<file path="config.mk">
export PLATFORM = sky130hd
export DESIGN_NAME = csv_header_row_splitter_flat
export DESIGN_NICKNAME = d
export VERILOG_FILES = /design/src/chrs_pkg.sv /design/src/chrs_stream_if.sv /design/src/csv_header_row_splitter.sv /design/src/flat_wrapper.sv
export SDC_FILE = /design/constraint.sdc
export NUM_CORES = 1
export LEC_CHECK = 0
export ABC_AREA = 1
export BUFFER_PORTS_ARGS = -buffer_cell sky130_fd_sc_hd__buf_2
export CORE_AREA = 2 2 148 150
export CTS_BUF_LIST = sky130_fd_sc_hd__clkbuf_8
export DETAILED_ROUTE_END_ITERATION = 10
export DIE_AREA = 0 0 150 152
export SETUP_SLACK_MARGIN = 0.05
export SYNTH_ARGS = -nofsm -noshare
export SYNTH_HDL_FRONTEND = slang
export SYNTH_SLANG_ARGS = --single-unit
</file>
<file path="constraint.sdc">
create_clock -name clk -period 4.1 [get_ports clk]
set_input_delay 0 -clock clk [delete_from_list [all_inputs] [get_ports clk]]
set_output_delay 0 -clock clk [all_outputs]
set_load 0.01 [all_outputs]
</file>
<file path="src/chrs_pkg.sv">
`timescale 1ns / 1ps
// ----------------------------------------------------------------------------
// CSV header row splitter package
// Shared constants, payload structures and status codes for the header row
// splitter and its stream interfaces.
// ----------------------------------------------------------------------------
package chrs_pkg;

    // Default sizes of the field text buffer, the column counter and the row.
    localparam int CHRS_HEADER_BYTES = 128;
    localparam int CHRS_MAX_COLUMNS  = 256;
    localparam int CHRS_ROW_BYTES    = 65536;

    // Byte that terminates the header row.
    localparam logic [7:0] NEWLINE_BYTE = 8'h0A;

    // Reset values of the configuration registers.
    localparam logic [7:0] SEPARATOR_RESET = 8'd44;
    localparam logic [7:0] WRAPPER_RESET   = 8'd0;
    localparam logic [8:0] COLUMNS_RESET   = 9'd1;

    // Configuration register indexes.
    typedef enum logic [1:0] {
        CFG_SEPARATOR_CHAR   = 2'd0,
        CFG_WRAPPER_CHAR     = 2'd1,
        CFG_EXPECTED_COLUMNS = 2'd2
    } cfg_index_t;

    // Final status codes of a row.
    typedef enum logic [2:0] {
        STATUS_OK              = 3'd0,
        STATUS_EMPTY_LINE      = 3'd1,
        STATUS_COLUMN_MISMATCH = 3'd2,
        STATUS_WRAPPER_MISSING = 3'd3,
        STATUS_NO_NEWLINE      = 3'd4
    } status_t;

    // One input word: a byte of the header row.
    typedef struct packed {
        logic [7:0] in_byte;
        logic       input_ends;
    } in_item_t;

    // One result word.
    typedef struct packed {
        logic        byte_valid;
        logic [7:0]  out_char;
        logic [7:0]  column_index;
        logic [6:0]  char_offset;
        logic        field_end;
        logic        row_done;
        status_t     status;
        logic [15:0] fault_position;
    } out_item_t;

    // One configuration write.
    typedef struct packed {
        logic [1:0] reg_index;
        logic [8:0] reg_value;
    } cfg_write_t;

endpackage

</file>
<file path="src/chrs_stream_if.sv">
`timescale 1ns / 1ps
// ----------------------------------------------------------------------------
// Valid/ready stream interface
// Carries one word of type T per handshake between a source and a sink.
// ----------------------------------------------------------------------------
interface chrs_stream_if #(
    parameter type T = logic
) ();

    logic valid;
    logic ready;
    T     data;

    modport source (output valid, output data, input ready);
    modport sink   (input valid, input data, output ready);

endinterface

</file>
<file path="src/csv_header_row_splitter.sv">
`timescale 1ns / 1ps
// ----------------------------------------------------------------------------
// CSV header row splitter
// Splits a header row into fields, strips wrapper bytes and checks the row.
// A result is written into the output register in the cycle after its byte
// is accepted.
// Throughput: one byte per clock while the output register is empty or draining;
// the row state is updated once per accepted byte and the output register frees as soon as its word is taken.
// Reset: rst_n clears the row state and the output register at once and
// returns the configuration registers to separator 44, no wrapper, 1 column.
// ----------------------------------------------------------------------------
module csv_header_row_splitter
    import chrs_pkg::*;
#(
    parameter int HEADER_BYTES = CHRS_HEADER_BYTES,
    parameter int MAX_COLUMNS  = CHRS_MAX_COLUMNS,
    parameter int ROW_BYTES    = CHRS_ROW_BYTES
) (
    input logic            clk,
    input logic            rst_n,
    chrs_stream_if.sink    in_stream,
    chrs_stream_if.source  out_stream,
    chrs_stream_if.sink    cfg
);

    // Derived widths and limits.
    localparam int PW        = $clog2(ROW_BYTES);
    localparam int LW        = $clog2(HEADER_BYTES);
    localparam int COL_CAP_I = (MAX_COLUMNS - 1) < 255 ? (MAX_COLUMNS - 1) : 255;
    localparam logic [7:0]    COL_CAP   = 8'(COL_CAP_I);
    localparam logic [LW-1:0] TEXT_MAX  = LW'(HEADER_BYTES - 1);
    localparam logic [PW:0]   ROW_LIMIT = (PW + 1)'(ROW_BYTES);

    // Configuration registers.
    logic [7:0] separator_reg;
    logic [7:0] wrapper_reg;
    logic [8:0] columns_reg;

    // Row state.
    logic [PW-1:0] row_position_reg,  row_position_next;
    logic [15:0]   separator_total_reg, separator_total_next;
    logic [PW-1:0] field_start_reg,   field_start_next;
    logic [7:0]    current_column_reg, current_column_next;
    logic [LW-1:0] field_length_reg,  field_length_next;
    logic [7:0]    held_char_reg,     held_char_next;
    logic          held_valid_reg,    held_valid_next;
    logic          fault_seen_reg,    fault_seen_next;
    logic [15:0]   fault_pos_reg,     fault_pos_next;

    // Output register.
    logic      out_valid_reg;
    out_item_t out_data_reg;
    out_item_t result;

    logic in_fire;
    logic [7:0] in_byte;
    logic in_ends;

    assign in_byte = in_stream.data.in_byte;
    assign in_ends = in_stream.data.input_ends;

    // A new byte is taken whenever the output register is empty or draining.
    assign in_stream.ready  = !out_valid_reg || out_stream.ready;
    assign in_fire          = in_stream.valid && in_stream.ready;
    assign out_stream.valid = out_valid_reg;
    assign out_stream.data  = out_data_reg;
    assign cfg.ready        = 1'b1;

    // Configuration writes; indexes beyond the list are ignored.
    always_ff @(posedge clk or negedge rst_n)
    begin
        if (!rst_n)
        begin
            separator_reg <= SEPARATOR_RESET;
            wrapper_reg   <= WRAPPER_RESET;
            columns_reg   <= COLUMNS_RESET;
        end
        else if (cfg.valid)
        begin
            case (cfg.data.reg_index)
                CFG_SEPARATOR_CHAR:   separator_reg <= cfg.data.reg_value[7:0];
                CFG_WRAPPER_CHAR:     wrapper_reg   <= cfg.data.reg_value[7:0];
                CFG_EXPECTED_COLUMNS: columns_reg   <= cfg.data.reg_value;
                default:              ;
            endcase
        end
    end

    // Per-byte field splitting, wrapper checking and row status.
    always_comb
    begin
        logic          wrap_on;
        logic          at_start;
        logic          fault_req;
        logic [15:0]   fault_where;
        logic          seen_now;
        logic [15:0]   pos_now;
        logic [PW:0]   pos_inc;
        logic          do_emit;
        logic [7:0]    emit_char;
        logic          clear_row;
        status_t       st;

        wrap_on     = (wrapper_reg != 8'd0);
        at_start    = (row_position_reg == field_start_reg);
        fault_req   = 1'b0;
        fault_where = 16'd0;
        do_emit     = 1'b0;
        emit_char   = 8'd0;
        clear_row   = 1'b0;
        st          = STATUS_OK;
        pos_inc     = {1'b0, row_position_reg} + (PW + 1)'(1);

        row_position_next    = row_position_reg;
        separator_total_next = separator_total_reg;
        field_start_next     = field_start_reg;
        current_column_next  = current_column_reg;
        field_length_next    = field_length_reg;
        held_char_next       = held_char_reg;
        held_valid_next      = held_valid_reg;

        result                = '0;
        result.column_index   = current_column_reg;
        result.status         = STATUS_OK;

        if (in_byte == NEWLINE_BYTE || in_byte == separator_reg)
        begin
            // Field end: check the closing wrapper of the field just ended.
            if (wrap_on)
            begin
                if (at_start)
                begin
                    fault_req   = 1'b1;
                    fault_where = 16'(field_start_reg) + 16'd1;
                end
                else if (held_valid_reg && held_char_reg != wrapper_reg)
                begin
                    fault_req   = 1'b1;
                    fault_where = 16'(row_position_reg) - 16'd1;
                end
            end
        end
        else if (wrap_on)
        begin
            // Opening wrapper check, or hold the byte back one step.
            if (at_start)
            begin
                if (in_byte != wrapper_reg)
                begin
                    fault_req   = 1'b1;
                    fault_where = 16'(row_position_reg) + 16'd1;
                end
            end
            else
            begin
                do_emit         = held_valid_reg;
                emit_char       = held_char_reg;
                held_char_next  = in_byte;
                held_valid_next = 1'b1;
            end
        end
        else
        begin
            do_emit   = 1'b1;
            emit_char = in_byte;
        end

        // Only the first wrapper fault of a row is kept.
        seen_now        = fault_seen_reg || fault_req;
        pos_now         = fault_seen_reg ? fault_pos_reg : fault_where;
        fault_seen_next = seen_now;
        fault_pos_next  = pos_now;

        // Text bytes beyond the buffer length are suppressed.
        if (do_emit && field_length_reg < TEXT_MAX)
        begin
            result.byte_valid  = 1'b1;
            result.out_char    = emit_char;
            result.char_offset = 7'(field_length_reg);
            field_length_next  = field_length_reg + LW'(1);
        end

        if (in_byte == NEWLINE_BYTE)
        begin
            // Final status of the row, checked in priority order.
            if (row_position_reg == '0)
                st = STATUS_EMPTY_LINE;
            else if ({1'b0, separator_total_reg} + 17'd1 != 17'(columns_reg))
                st = STATUS_COLUMN_MISMATCH;
            else if (seen_now)
                st = STATUS_WRAPPER_MISSING;
            else
                st = STATUS_OK;
            result.field_end      = (row_position_reg != '0);
            result.row_done       = 1'b1;
            result.status         = st;
            result.fault_position = (st == STATUS_WRAPPER_MISSING) ? pos_now : 16'd0;
            clear_row             = 1'b1;
        end
        else
        begin
            if (in_byte == separator_reg)
            begin
                // Separator: open the next field.
                result.field_end = 1'b1;
                if (separator_total_reg != 16'hFFFF)
                    separator_total_next = separator_total_reg + 16'd1;
                if (current_column_reg < COL_CAP)
                    current_column_next = current_column_reg + 8'd1;
                field_start_next  = PW'(pos_inc);
                field_length_next = '0;
                held_valid_next   = 1'b0;
                held_char_next    = 8'd0;
            end
            row_position_next = PW'(pos_inc);
            // Row ended or overran without a newline.
            if (in_ends || pos_inc >= ROW_LIMIT)
            begin
                result.row_done       = 1'b1;
                result.status         = STATUS_NO_NEWLINE;
                result.fault_position = 16'd0;
                clear_row             = 1'b1;
            end
        end

        if (clear_row)
        begin
            row_position_next    = '0;
            separator_total_next = 16'd0;
            field_start_next     = '0;
            current_column_next  = 8'd0;
            field_length_next    = '0;
            held_char_next       = 8'd0;
            held_valid_next      = 1'b0;
            fault_seen_next      = 1'b0;
            fault_pos_next       = 16'd0;
        end
    end

    // Row state registers, advanced once per accepted byte.
    always_ff @(posedge clk or negedge rst_n)
    begin
        if (!rst_n)
        begin
            row_position_reg    <= '0;
            separator_total_reg <= 16'd0;
            field_start_reg     <= '0;
            current_column_reg  <= 8'd0;
            field_length_reg    <= '0;
            held_char_reg       <= 8'd0;
            held_valid_reg      <= 1'b0;
            fault_seen_reg      <= 1'b0;
            fault_pos_reg       <= 16'd0;
        end
        else if (in_fire)
        begin
            row_position_reg    <= row_position_next;
            separator_total_reg <= separator_total_next;
            field_start_reg     <= field_start_next;
            current_column_reg  <= current_column_next;
            field_length_reg    <= field_length_next;
            held_char_reg       <= held_char_next;
            held_valid_reg      <= held_valid_next;
            fault_seen_reg      <= fault_seen_next;
            fault_pos_reg       <= fault_pos_next;
        end
    end

    // Output register valid flag.
    always_ff @(posedge clk or negedge rst_n)
    begin
        if (!rst_n)
            out_valid_reg <= 1'b0;
        else if (in_stream.ready)
            out_valid_reg <= in_stream.valid;
    end

    // Output register payload.
    always_ff @(posedge clk)
    begin
        if (in_fire)
            out_data_reg <= result;
    end

    // Every accepted byte yields a result word in the next cycle.
    assert property (@(posedge clk) disable iff (!rst_n)
        in_fire |=> out_valid_reg)
        else $error("accepted byte did not produce a result word");

    // A newline always returns the row to its start.
    assert property (@(posedge clk) disable iff (!rst_n)
        (in_fire && in_byte == NEWLINE_BYTE) |=>
            (row_position_reg == '0 && separator_total_reg == 16'd0 && !fault_seen_reg))
        else $error("row state not cleared after newline");

    // A non-zero status is only reported together with the end of a row.
    assert property (@(posedge clk) disable iff (!rst_n)
        (out_valid_reg && out_data_reg.status != STATUS_OK) |-> out_data_reg.row_done)
        else $error("status reported without row end");

    // The field text counter never runs past the buffer length.
    assert property (@(posedge clk) disable iff (!rst_n)
        (in_fire && field_length_reg == TEXT_MAX) |=> !out_data_reg.byte_valid)
        else $error("text byte emitted beyond the buffer length");

endmodule

</file>
<file path="src/flat_wrapper.sv">
// flat-port wrapper written by rule: the top's interface ports become plain ports
module csv_header_row_splitter_flat import chrs_pkg::*;
#(
    parameter int HEADER_BYTES = CHRS_HEADER_BYTES,
    parameter int MAX_COLUMNS  = CHRS_MAX_COLUMNS,
    parameter int ROW_BYTES    = CHRS_ROW_BYTES
)
  (clk, rst_n, in_stream_valid, in_stream_data, in_stream_ready, out_stream_valid, out_stream_data, out_stream_ready, cfg_valid, cfg_data, cfg_ready);
  chrs_stream_if #(.T(in_item_t)) in_stream_i ();
  chrs_stream_if #(.T(out_item_t)) out_stream_i ();
  chrs_stream_if #(.T(cfg_write_t)) cfg_i ();
  input logic clk;
  input logic rst_n;
  input wire logic [$bits(in_stream_i.valid)-1:0] in_stream_valid;
  input wire logic [$bits(in_stream_i.data)-1:0] in_stream_data;
  output wire logic [$bits(in_stream_i.ready)-1:0] in_stream_ready;
  output wire logic [$bits(out_stream_i.valid)-1:0] out_stream_valid;
  output wire logic [$bits(out_stream_i.data)-1:0] out_stream_data;
  input wire logic [$bits(out_stream_i.ready)-1:0] out_stream_ready;
  input wire logic [$bits(cfg_i.valid)-1:0] cfg_valid;
  input wire logic [$bits(cfg_i.data)-1:0] cfg_data;
  output wire logic [$bits(cfg_i.ready)-1:0] cfg_ready;
  assign in_stream_i.valid = in_stream_valid;
  assign in_stream_i.data = in_stream_data;
  assign in_stream_ready = in_stream_i.ready;
  assign out_stream_valid = out_stream_i.valid;
  assign out_stream_data = out_stream_i.data;
  assign out_stream_i.ready = out_stream_ready;
  assign cfg_i.valid = cfg_valid;
  assign cfg_i.data = cfg_data;
  assign cfg_ready = cfg_i.ready;
  csv_header_row_splitter #(.HEADER_BYTES(HEADER_BYTES), .MAX_COLUMNS(MAX_COLUMNS), .ROW_BYTES(ROW_BYTES)) u_core (.clk(clk), .rst_n(rst_n), .in_stream(in_stream_i), .out_stream(out_stream_i), .cfg(cfg_i));
endmodule
</file>
# After elaboration in Yosys (flattened, before gate mapping)
# Cells that the tools add are included.
[word_totals]
register_bits = 160
output_inout_bits = 48
elab_cells = 130
[op_classes]
n_addsub = 8
n_lt_le_gt_ge = 3
eq_ne = 11
n_mux = 63
bitwise = 1
n_reduce_logical = 23
[ops]
columns = ["op", "count"]
rows = [
  ["two-way mux 16 bit", 19],
  ["two-way mux 8 bit", 13],
  ["adder 16 x 1 -> 16 bit (second input constant)", 3],
  ["adder 16 x 1 -> 17 bit (second input constant)", 2],
  ["two-way mux 7 bit", 4],
  ["two-way mux 21 bit", 1],
  ["two-way mux 1 bit", 20],
  ["two-way mux 20 bit", 1],
  ["greater-or-equal comparator 17 bit (second input constant)", 1],
  ["!= test 17 x 9 -> 1 bit", 1],
  ["equality test 16 bit", 1],
  ["zero test 16 bit", 1],
  ["!= test 16 bit (second input constant)", 1],
  ["!= test 8 bit", 2],
  ["nonzero test 16 bit", 1],
  ["subtractor 16 x 1 -> 16 bit (second input constant)", 1],
  ["two-way mux 3 bit", 3],
  ["two-way mux 9 bit", 1],
  ["adder 8 x 1 -> 8 bit (second input constant)", 1],
  ["equality test 8 x 4 -> 1 bit (second input constant)", 1],
  ["equality test 8 bit", 1],
  ["less-than comparator 8 bit (second input constant)", 1],
  ["AND reduction 2 bit", 4],
  ["AND reduction 4 bit", 2],
  ["16 further kinds", 23],
]

# Depth between registers and ports, before layout
# Gate-level depths: netlist of the first run.
[logic_depth]
ltp_word = 14
mapped_depth = 17

# Least setup slack after synthesis of the first run
# OpenSTA, ideal clock, no wires.
[synth_timing]
kind = "reg2reg"
start = "reg u_core.out_valid_reg, in the netlist u_core.out_stream.valid"
end = "reg u_core.out_data_reg, in the netlist u_core.out_stream.data[0] (enable)"
setup_time_ns = 0.427
t_arrival_ns = 2.377
t_required_ns = 3.673
slack_ns = 1.296
stages_incl_launch_ff = 5
n_path_buf = 1
synth_period_minus_slack_ns = 2.804
cell_sequence = "dfrtp_1 -> nand2_1 -> nand2_1 -> clkinv_1 -> clkbuf_1"
[synth_between]
elab_chain_cells = 3
[synth_rtl]
columns = ["item", "line_no", "text"]
rows = [
  ["start, declared", "csv_header_row_splitter.sv:51", "logic out_valid_reg;"],
  ["start signal, assigned", "csv_header_row_splitter.sv:275", "out_valid_reg <= in_stream.valid;"],
  ["zero test 1 bit", "csv_header_row_splitter.sv:63", "assign in_stream.ready = !out_valid_reg || out_stream.ready;"],
  ["logical OR 1 bit", "csv_header_row_splitter.sv:63", ""],
  ["named net in_stream_ready", "flat_wrapper.sv:16", "output wire logic [$bits(in_stream_i.ready)-1:0] in_stream_ready;"],
  ["logical AND 1 bit", "csv_header_row_splitter.sv:64", "assign in_fire = in_stream.valid && in_stream.ready;"],
  ["named net u_core.in_fire", "csv_header_row_splitter.sv:55", "logic in_fire;"],
  ["end signal, assigned", "csv_header_row_splitter.sv:282", "out_data_reg <= result;"],
  ["end, declared", "csv_header_row_splitter.sv:52", "out_item_t out_data_reg;"],
]
# The timed path passes the listed nets, and every way through them passes these cells.
# A chain may end at the register's enable or synchronous reset.

# Worst setup path in the final report of the first run
[layout_timing]
start = "reg u_core.row_position_reg[0]"
end = "reg u_core.held_char_reg[0]"
[layout_between]
elab_chain_cells = 7
[layout_rtl]
columns = ["item", "line_no", "text"]
rows = [
  ["start, declared", "csv_header_row_splitter.sv:40", "logic [PW-1:0] row_position_reg, row_position_next;"],
  ["start signal, assigned", "csv_header_row_splitter.sv:257", "row_position_reg <= row_position_next;"],
  ["branches (longest 6 deep; another with adder 16 x 1 -> 17 bit)", "--", ""],
  ["two-way mux 8 bit (*)", "csv_header_row_splitter.sv:226", "if (clear_row)"],
  ["end signal, assigned", "csv_header_row_splitter.sv:262", "held_char_reg <= held_char_next;"],
  ["end, declared", "csv_header_row_splitter.sv:45", "logic [7:0] held_char_reg, held_char_next;"],
]
# Every way passes the cells marked *.

==> results.sh, run 1 <==
export IMPL_status="finished, final reports clean"
export IMPL_fmax_mhz=348.0
export IMPL_clock_root_buffer="clkbuf_8"
export IMPL_crit_fanout=28
export IMPL_vias=8175
export IMPL_post_cts_buffers=0
export IMPL_synth_simple_gate_area_share_pct=32.83
export IMPL_final_core_utilization_pct=49.75
export IMPL_final_area_um2=10620
export IMPL_syn_num_nets=1299
export IMPL_post_dp_hpwl_um=17250
export IMPL_layout_drive_gt1_share_pct=12.54
export IMPL_reg2reg_from="u_core.row_position_reg[0]"
export IMPL_routed_via_density=4.973
export IMPL_post_route_period_util_pct=70.09
export IMPL_synth_seq_cells=160
export IMPL_antenna_cells=0
export IMPL_antenna_found_initial=0
export IMPL_finalClockSkew_ns=0.01996
export IMPL_grt_pass1_vias=7591
export IMPL_drt_total_wl_um=24080
export IMPL_crit_path_end_kind="flop"
export IMPL_track_usage_pct=21.80
export IMPL_largest_reg_flops=45
export IMPL_ir_worst_vdd_uv=188.2
export IMPL_synth_top_family_by_area="simple AND/OR/NAND/NOR gates"
export IMPL_cp_data_required_time_ns=4.47
export IMPL_dieHeight_um=152
export IMPL_coreArea_um2=21350
export IMPL_grt_pass1_wl_um=39190
export IMPL_holdWs_ns=0.08035
export IMPL_synth_compound_area_share_pct=8.087
export IMPL_design_portCount=73
export IMPL_reg2reg_slack_ns=1.23
export IMPL_htreeDepth=4
export IMPL_start_util_pct=43.99
export IMPL_die_width_um=150
export IMPL_wire_per_inst_um=14.65
export IMPL_cts_tree="done"
export IMPL_synth_xor_xnor_area_share_pct=5.649
export IMPL_post_dp_cell_area_um2=9976
export IMPL_drtAntennaViolNets=0
export IMPL_clockBufferDepth=2
export IMPL_slew_violations=0
export IMPL_die_area_um2=22800
export IMPL_syn_to_final_growth_pct=13.11
export IMPL_holdPathStages=5
export IMPL_synthMuxAreaShare_pct=0
export IMPL_setup_viol=0
export IMPL_cts_sinks=160
export IMPL_synth_seq_area_share_pct=45.08
export IMPL_path_class="reg2reg"
export IMPL_grt_max_degree=65
export IMPL_synth_adder_area_share_pct=0.7994
export IMPL_firstDrtPassIters=7
export IMPL_r2r_cells=13
export IMPL_ys_types=42
export IMPL_drc_errors=0
export IMPL_timing_rr_end="u_core.held_char_reg[0]"
export IMPL_clk_pin_slew_ns=0.09
export IMPL_layout_nets=1382
export IMPL_gp_congestion=0.8977
export IMPL_tns_ns=0
export IMPL_ys_warn_count=0
export IMPL_syn_inst=1268
export IMPL_cts_buffers=17
export IMPL_hp_start="in_stream_valid"
export IMPL_p_per_area_nw_per_um2=421.9
export IMPL_finalCriticalPeriod_ns=2.874
export IMPL_min_path_type="in2reg"
export IMPL_critPathLaunchType="flop"
export IMPL_io_buffers=71
export IMPL_num_rows=54
export IMPL_clock_latency_ns=0.46
export IMPL_post_cts_resized=0
export IMPL_cap_violations=0
export IMPL_rsz0062_at_grt="no"
export IMPL_relSlewSlack_pct=37.94
export IMPL_arrival_ns=3.24
export IMPL_synth_avg_cell_area_um2=7.407
export IMPL_hold_viol=0
export IMPL_min_to="u_core.fault_pos_reg[10]"
export IMPL_grt_overflow_total=0
export IMPL_syn_area_um2=9392
export IMPL_leakage_nw=4.930
export IMPL_initialDrtViolationCount=545
export IMPL_total_power_mw=4.482
export IMPL_worstMarginPinSlew_ns=0.9309
-- per-layer routing --
metal,routed length (um),GRT usage [%]
met1,11100,30.11
met2,11740,35.90
met3,919,3.183
met4,322,5.795
met5,0,0
-- timing repair --
| action | 4_1_cts | 5_1_grt |
|---|---|---|
| hold endpoints to repair | 104 | 0 |
| setup endpoints to repair | 0 | 0 |
| hold buffers | 21 | 0 |
-- power breakdown --
| part | total (mW) | switching [mW] | internal, mW |
|---|---|---|---|
| clock network | 1.29 | 0.613 | 0.680 |
| registers | 1.98 | 0.158 | 1.82 |
| logic | 1.21 | 0.807 | 0.402 |
-- layout make-up --
class	instances	area (um^2)
Fill cell	2200	10730
Multi-Input combinational cell	935	4452
Sequential cell	160	4234
Timing Repair Buffer	102	643.1
Inverter	135	506.7
Tap cell	280	350.3
Clock buffer	18	247.7
Clock inverter	14	188.9
-- worst max-delay path: stages, from the launching register on --
cell	delay [ns]
dfrtp_1	0.45
ha_1	0.25
nand2_1	0.12
nor2_2	0.06
nand3_1	0.16
nor2_2	0.11
a21oi_4	0.19
nand2_2	0.21
nor2_4	0.12
buf_4	0.33
inv_2	0.20
nor2_4	0.29
inv_1	0.15
o22ai_1	0.14
-- worst max path at each step --
stage                          startpoint                   endpoint  slack [ns]  depth (start not counted)
2_1_floorplan     u_core.out_stream.valid  u_core.out_stream.data[0]        1.30                          4
3_3_place_gp   u_core.row_position_reg[0]    u_core.held_char_reg[6]        1.34                         13
3_5_place_dp   u_core.row_position_reg[0]    u_core.held_char_reg[2]        1.25                         13
4_1_cts        u_core.row_position_reg[0]    u_core.held_char_reg[0]        1.25                         13
5_1_grt        u_core.row_position_reg[0]    u_core.held_char_reg[6]        0.98                         13
6_report       u_core.row_position_reg[0]    u_core.held_char_reg[0]        1.23                         13
-- cells in the mapped netlist --
cell      count  area share (%)
a21boi_1      1           0.080
a21oi_1      13            0.69
a21oi_4       2            0.35
a31oi_1       1           0.067
buf_2        15            0.80
buf_4         6            0.48
buf_6         2            0.24
clkbuf_1     15            0.60
clkinv_1      1           0.040
conb_1        1           0.040
dfrtp_1     111              30
dfstp_2       4             1.1
edfxtp_1     45              14
ha_1          6            0.80
inv_1       123             4.9
inv_2        11            0.44
nand2_1     454              18
nand2_2      11            0.73
nand3_1      77             4.1
nand3_2       2            0.21
nand3b_1      4            0.32
nand4_1      14            0.93
nand4_4       1            0.23
nor2_1      125             5.0
nor2_2       17             1.1
nor2_4        7            0.84
nor2_8        1            0.21
nor3_1       11            0.59
nor3_2        1            0.11
nor3b_1       1           0.080
nor4_1        1           0.067
o21a_1        1           0.080
o21ai_0      82             4.4
o21ai_1      21             1.1
o21ai_2       1           0.093
o21bai_1      1           0.080
o22ai_1      15             1.0
o31ai_1       2            0.16
or2_2         2            0.13
xnor2_1      19             1.8
xnor3_1       1            0.24
xor2_1       39             3.6
-- cells in the final DEF (no fill, tap or decap), types with 3 or more instances in the layout --
| master | synthesis | final |
|---|---|---|
| nand2_1 | 454 | 454 |
| inv_1 | 123 | 125 |
| nor2_1 | 125 | 125 |
| dfrtp_1 | 111 | 111 |
| o21ai_0 | 82 | 82 |
| nand3_1 | 77 | 77 |
| buf_2 | 15 | 70 |
| edfxtp_1 | 45 | 45 |
| xor2_1 | 39 | 39 |
| o21ai_1 | 21 | 21 |
| dlygate4sd3_1 | 0 | 21 |
| xnor2_1 | 19 | 19 |
| clkbuf_8 | 0 | 18 |
| nor2_2 | 17 | 17 |
| o22ai_1 | 15 | 15 |
| nand4_1 | 14 | 14 |
| a21oi_1 | 13 | 13 |
| inv_2 | 11 | 12 |
| nand2_2 | 11 | 11 |
| nor3_1 | 11 | 11 |
| buf_4 | 6 | 11 |
| nor2_4 | 7 | 7 |
| ha_1 | 6 | 6 |
| nand3b_1 | 4 | 4 |
| bufinv_16 | 0 | 4 |
| dfstp_2 | 4 | 4 |
| inv_6 | 0 | 3 |
| clkinvlp_4 | 0 | 3 |
-- stage by stage --
| stage | setup slack (ns) | instances |
|---|---|---|
| final | 1.226 | 1644 |
| after global routing | 0.9816 | 1644 |
| after CTS | 1.245 | 1644 |
| after detailed placement | 1.253 | 1591 |
| after global placement | 1.340 | 1591 |
| after floorplan | 1.296 | 1268 |
-- kinds of logic (layout without fill, tap and decap cells) --
group | after synthesis | after routing
compound gates | 140 | 140
xor+xnor | 59 | 59
fa+ha+maj | 6 | 6
buf+inv | 173 | 269
flops | 160 | 160
other cells | 1 | 1
simple gates | 729 | 729
No activity file was read; power rests on OpenSTA's default activity.
==> run 2, diff against run 1 <==
- ABC_AREA: 1 -> 0
- CORE_AREA: 2 2 148 150 -> 2 2 144 146
- DIE_AREA: 0 0 150 152 -> 0 0 146 148
- clock period: 4.1 -> 3 ns (I/O delays scaled with it)
==> run 2 against run 1 <==
Net effect:
- core utilization is 2.2 points higher
- first-iteration DRC count decreased by 5.3%
- hold slack lost 0.014 ns
- wire length decreased by 6.5%
- largest power group unchanged
- highest routed layer unchanged
==> results.sh, run 2 <==
export IMPL_ys_types=79
export IMPL_largest_reg_flops=45
export IMPL_yosys_area_top_type="dfrtp_1"
export IMPL_antenna_found_initial=0
export IMPL_post_dp_hpwl_um=16260
export IMPL_ys_flop_type="dfrtp_1"
export IMPL_grt_pass1_vias=6824
export IMPL_gp_congestion=0.9188
export IMPL_die_width_um=146
export IMPL_critPathLaunchType="flop"
export IMPL_synth_top_area_share_pct=31.29
export IMPL_initialDrtViolationCount=516
export IMPL_ys_top_cells_by_count="144 x nand2_1, 111 x dfrtp_1, 76 x o21ai_0, 65 x xnor2_1, 45 x edfxtp_1"
export IMPL_grt_max_degree=62
export IMPL_rsz0062_at_grt="no"
export IMPL_synthMostInstantiatedCell="nand2_1"
export IMPL_synth_area_leaders="dfrtp_1 31%, edfxtp_1 15%, xnor2_1 6.4%"
export IMPL_worstMarginPinSlew_ns=0.8606
export IMPL_coreArea_um2=20040
export IMPL_setup_viol=0
export IMPL_synth_seq_cells=160
export IMPL_tns_ns=0
export IMPL_slew_violations=0
export IMPL_vias=7106
export IMPL_design_portCount=73
export IMPL_arrival_ns=3.13
export IMPL_synth_seq_area_share_pct=47.70
export IMPL_post_route_period_util_pct=93.62
export IMPL_wire_per_inst_um=17.45
export IMPL_cts_buffers=17
export IMPL_crit_fanout=9
export IMPL_dieHeight_um=148
export IMPL_antenna_cells=0
export IMPL_relSlewSlack_pct=42.63
export IMPL_clk_pin_slew_ns=0.09
export IMPL_fmax_mhz=356.0
export IMPL_async_reset_ff_share_pct=71.88
export IMPL_num_rows=52
export IMPL_firstDrtPassIters=5
export IMPL_syn_to_final_growth_pct=17.27
export IMPL_cp_data_required_time_ns=3.32
export IMPL_total_power_mw=5.544
export IMPL_finalCriticalPeriod_ns=2.809
export IMPL_hold_viol=0
export IMPL_layout_commonest_cell="nand2_1"
export IMPL_routed_via_density=5.509
export IMPL_syn_num_nets=931
export IMPL_drtAntennaViolNets=0
export IMPL_final_core_utilization_pct=51.94
export IMPL_min_path_type="in2reg"
export IMPL_ys_warn_count=0
export IMPL_syn_inst=900
export IMPL_htreeDepth=4
export IMPL_finalClockSkew_ns=0.02001
export IMPL_clock_root_buffer="clkbuf_8"
export IMPL_leakage_nw=4.249
export IMPL_place_ws_ns=0.05202
export IMPL_grt_overflow_total=0
export IMPL_start_util_pct=44.29
export IMPL_layout_setup_ws_ns=0.1914
export IMPL_post_dp_cell_area_um2=9741
export IMPL_syn_area_um2=8876
export IMPL_io_buffers=71
export IMPL_clockBufferDepth=2
export IMPL_grt_pass1_wl_um=36980
export IMPL_synth_avg_cell_area_um2=9.862
export IMPL_path_class="reg2reg"
export IMPL_p_per_area_nw_per_um2=532.6
export IMPL_final_area_um2=10410
export IMPL_status="finished, final reports clean"
export IMPL_final_cell_mix="144 x nand2_1, 109 x dfrtp_1, 75 x o21ai_0, 70 x buf_2, 65 x xnor2_1"
export IMPL_drt_total_wl_um=22520
export IMPL_synth_edff_count=45
export IMPL_crit_path_end_kind="flop"
export IMPL_ir_worst_vdd_uv=307.0
export IMPL_layout_drive_gt1_share_pct=21.96
export IMPL_cts_sinks=160
export IMPL_cts_tree="done"
export IMPL_clock_latency_ns=0.47
export IMPL_die_area_um2=21610
export IMPL_track_usage_pct=21.53
export IMPL_drc_errors=0
export IMPL_cap_violations=0
export IMPL_layout_nets=1038
## run 2: routing by layer
metal	up-vias	global-route usage [%]	share of wire [%]
met5	-	0	0
li1	3446	-	-
met3	23	3.611	4.2
met1	3461	30.04	47
met4	0	5.825	1.4
met2	176	35.05	48
## run 2: worst max-delay path: stages, from the launching register on
cell and delay, ns:
dfrtp_2 0.43, ha_4 0.18, nand3_1 0.11, o21ai_0 0.21, nand4_1 0.13, or4_4 0.56, a2111oi_4 0.33, buf_4 0.21
nand4_4 0.20, buf_12 0.21, nor2_1 0.11
## run 2: metrics by stage
step           hold WS [ns]  instances
2_1_floorplan       -0.2956        900
3_3_place_gp         0.1610       1237
4_1_cts             0.05123       1289
6_report            0.06650       1290
3_5_place_dp         0.1647       1237
5_1_grt             0.08637       1290
## run 2: cell type report
class | instances | area [um^2]
fillers | 1847 | 9630
clock buffers | 17 | 234.0
clock inverters | 15 | 187.7
repair buffers | 145 | 1013
flip-flops and latches | 160 | 4237
multi-input cells | 673 | 4362
inverters | 10 | 37.54
well taps | 270 | 337.8
## run 2: power by group
part / leakage, nW / switching, mW / internal, mW / total, mW
Clock: 0.212 / 0.921 / 0.783 / 1.70
Combinational: 2.07 / 0.737 / 0.516 / 1.25
Sequential: 1.97 / 0.161 / 2.43 / 2.59
Total: 4.25 / 1.82 / 3.72 / 5.54
## run 2: final timing paths
kind | start | end | slack [ns] | depth (start not counted)
min in group asynchronous | rst_n | u_core.row_position_reg[13] | 0.20 | 2
min | in_stream_data[0] | u_core.current_column_reg[2] | 0.07 | 4
min reg2reg | u_core.fault_pos_reg[11] | u_core.fault_pos_reg[11] | 0.49 | 2
max reg2reg | u_core.separator_total_reg[0] | u_core.out_stream.data[15] | 0.19 | 10
max in group asynchronous | rst_n | u_core.current_column_reg[4] | 2.04 | 3
max | u_core.separator_total_reg[0] | u_core.out_stream.data[15] | 0.19 | 10
## run 2: cell families (layout without fill, tap and decap cells)
| family | after synthesis | count (layout) | synth area share [%] |
|---|---|---|---|
| AOI/OAI and AO/OA | 202 | 202 | 15.11 |
| xor gates and xnor gates | 104 | 104 | 10.47 |
| adders and majority gates | 6 | 6 | 0.8458 |
| buffers and inverters | 67 | 187 | 3.552 |
| DFF | 160 | 160 | 47.70 |
| muxes | 27 | 27 | 3.411 |
| other | 1 | 1 | 0.04225 |
| and+or+nand+nor | 333 | 333 | 18.86 |
## run 2: repair_timing
| action | 4_1_cts | 5_1_grt |
|---|---|---|
| gates resized for setup | 1 | 5 |
| pin swaps | 0 | 1 |
| hold buffers | 20 | 0 |
| setup endpoints to repair | 1 | 24 |
| setup buffers | 0 | 1 |
| hold endpoints to repair | 97 | 0 |
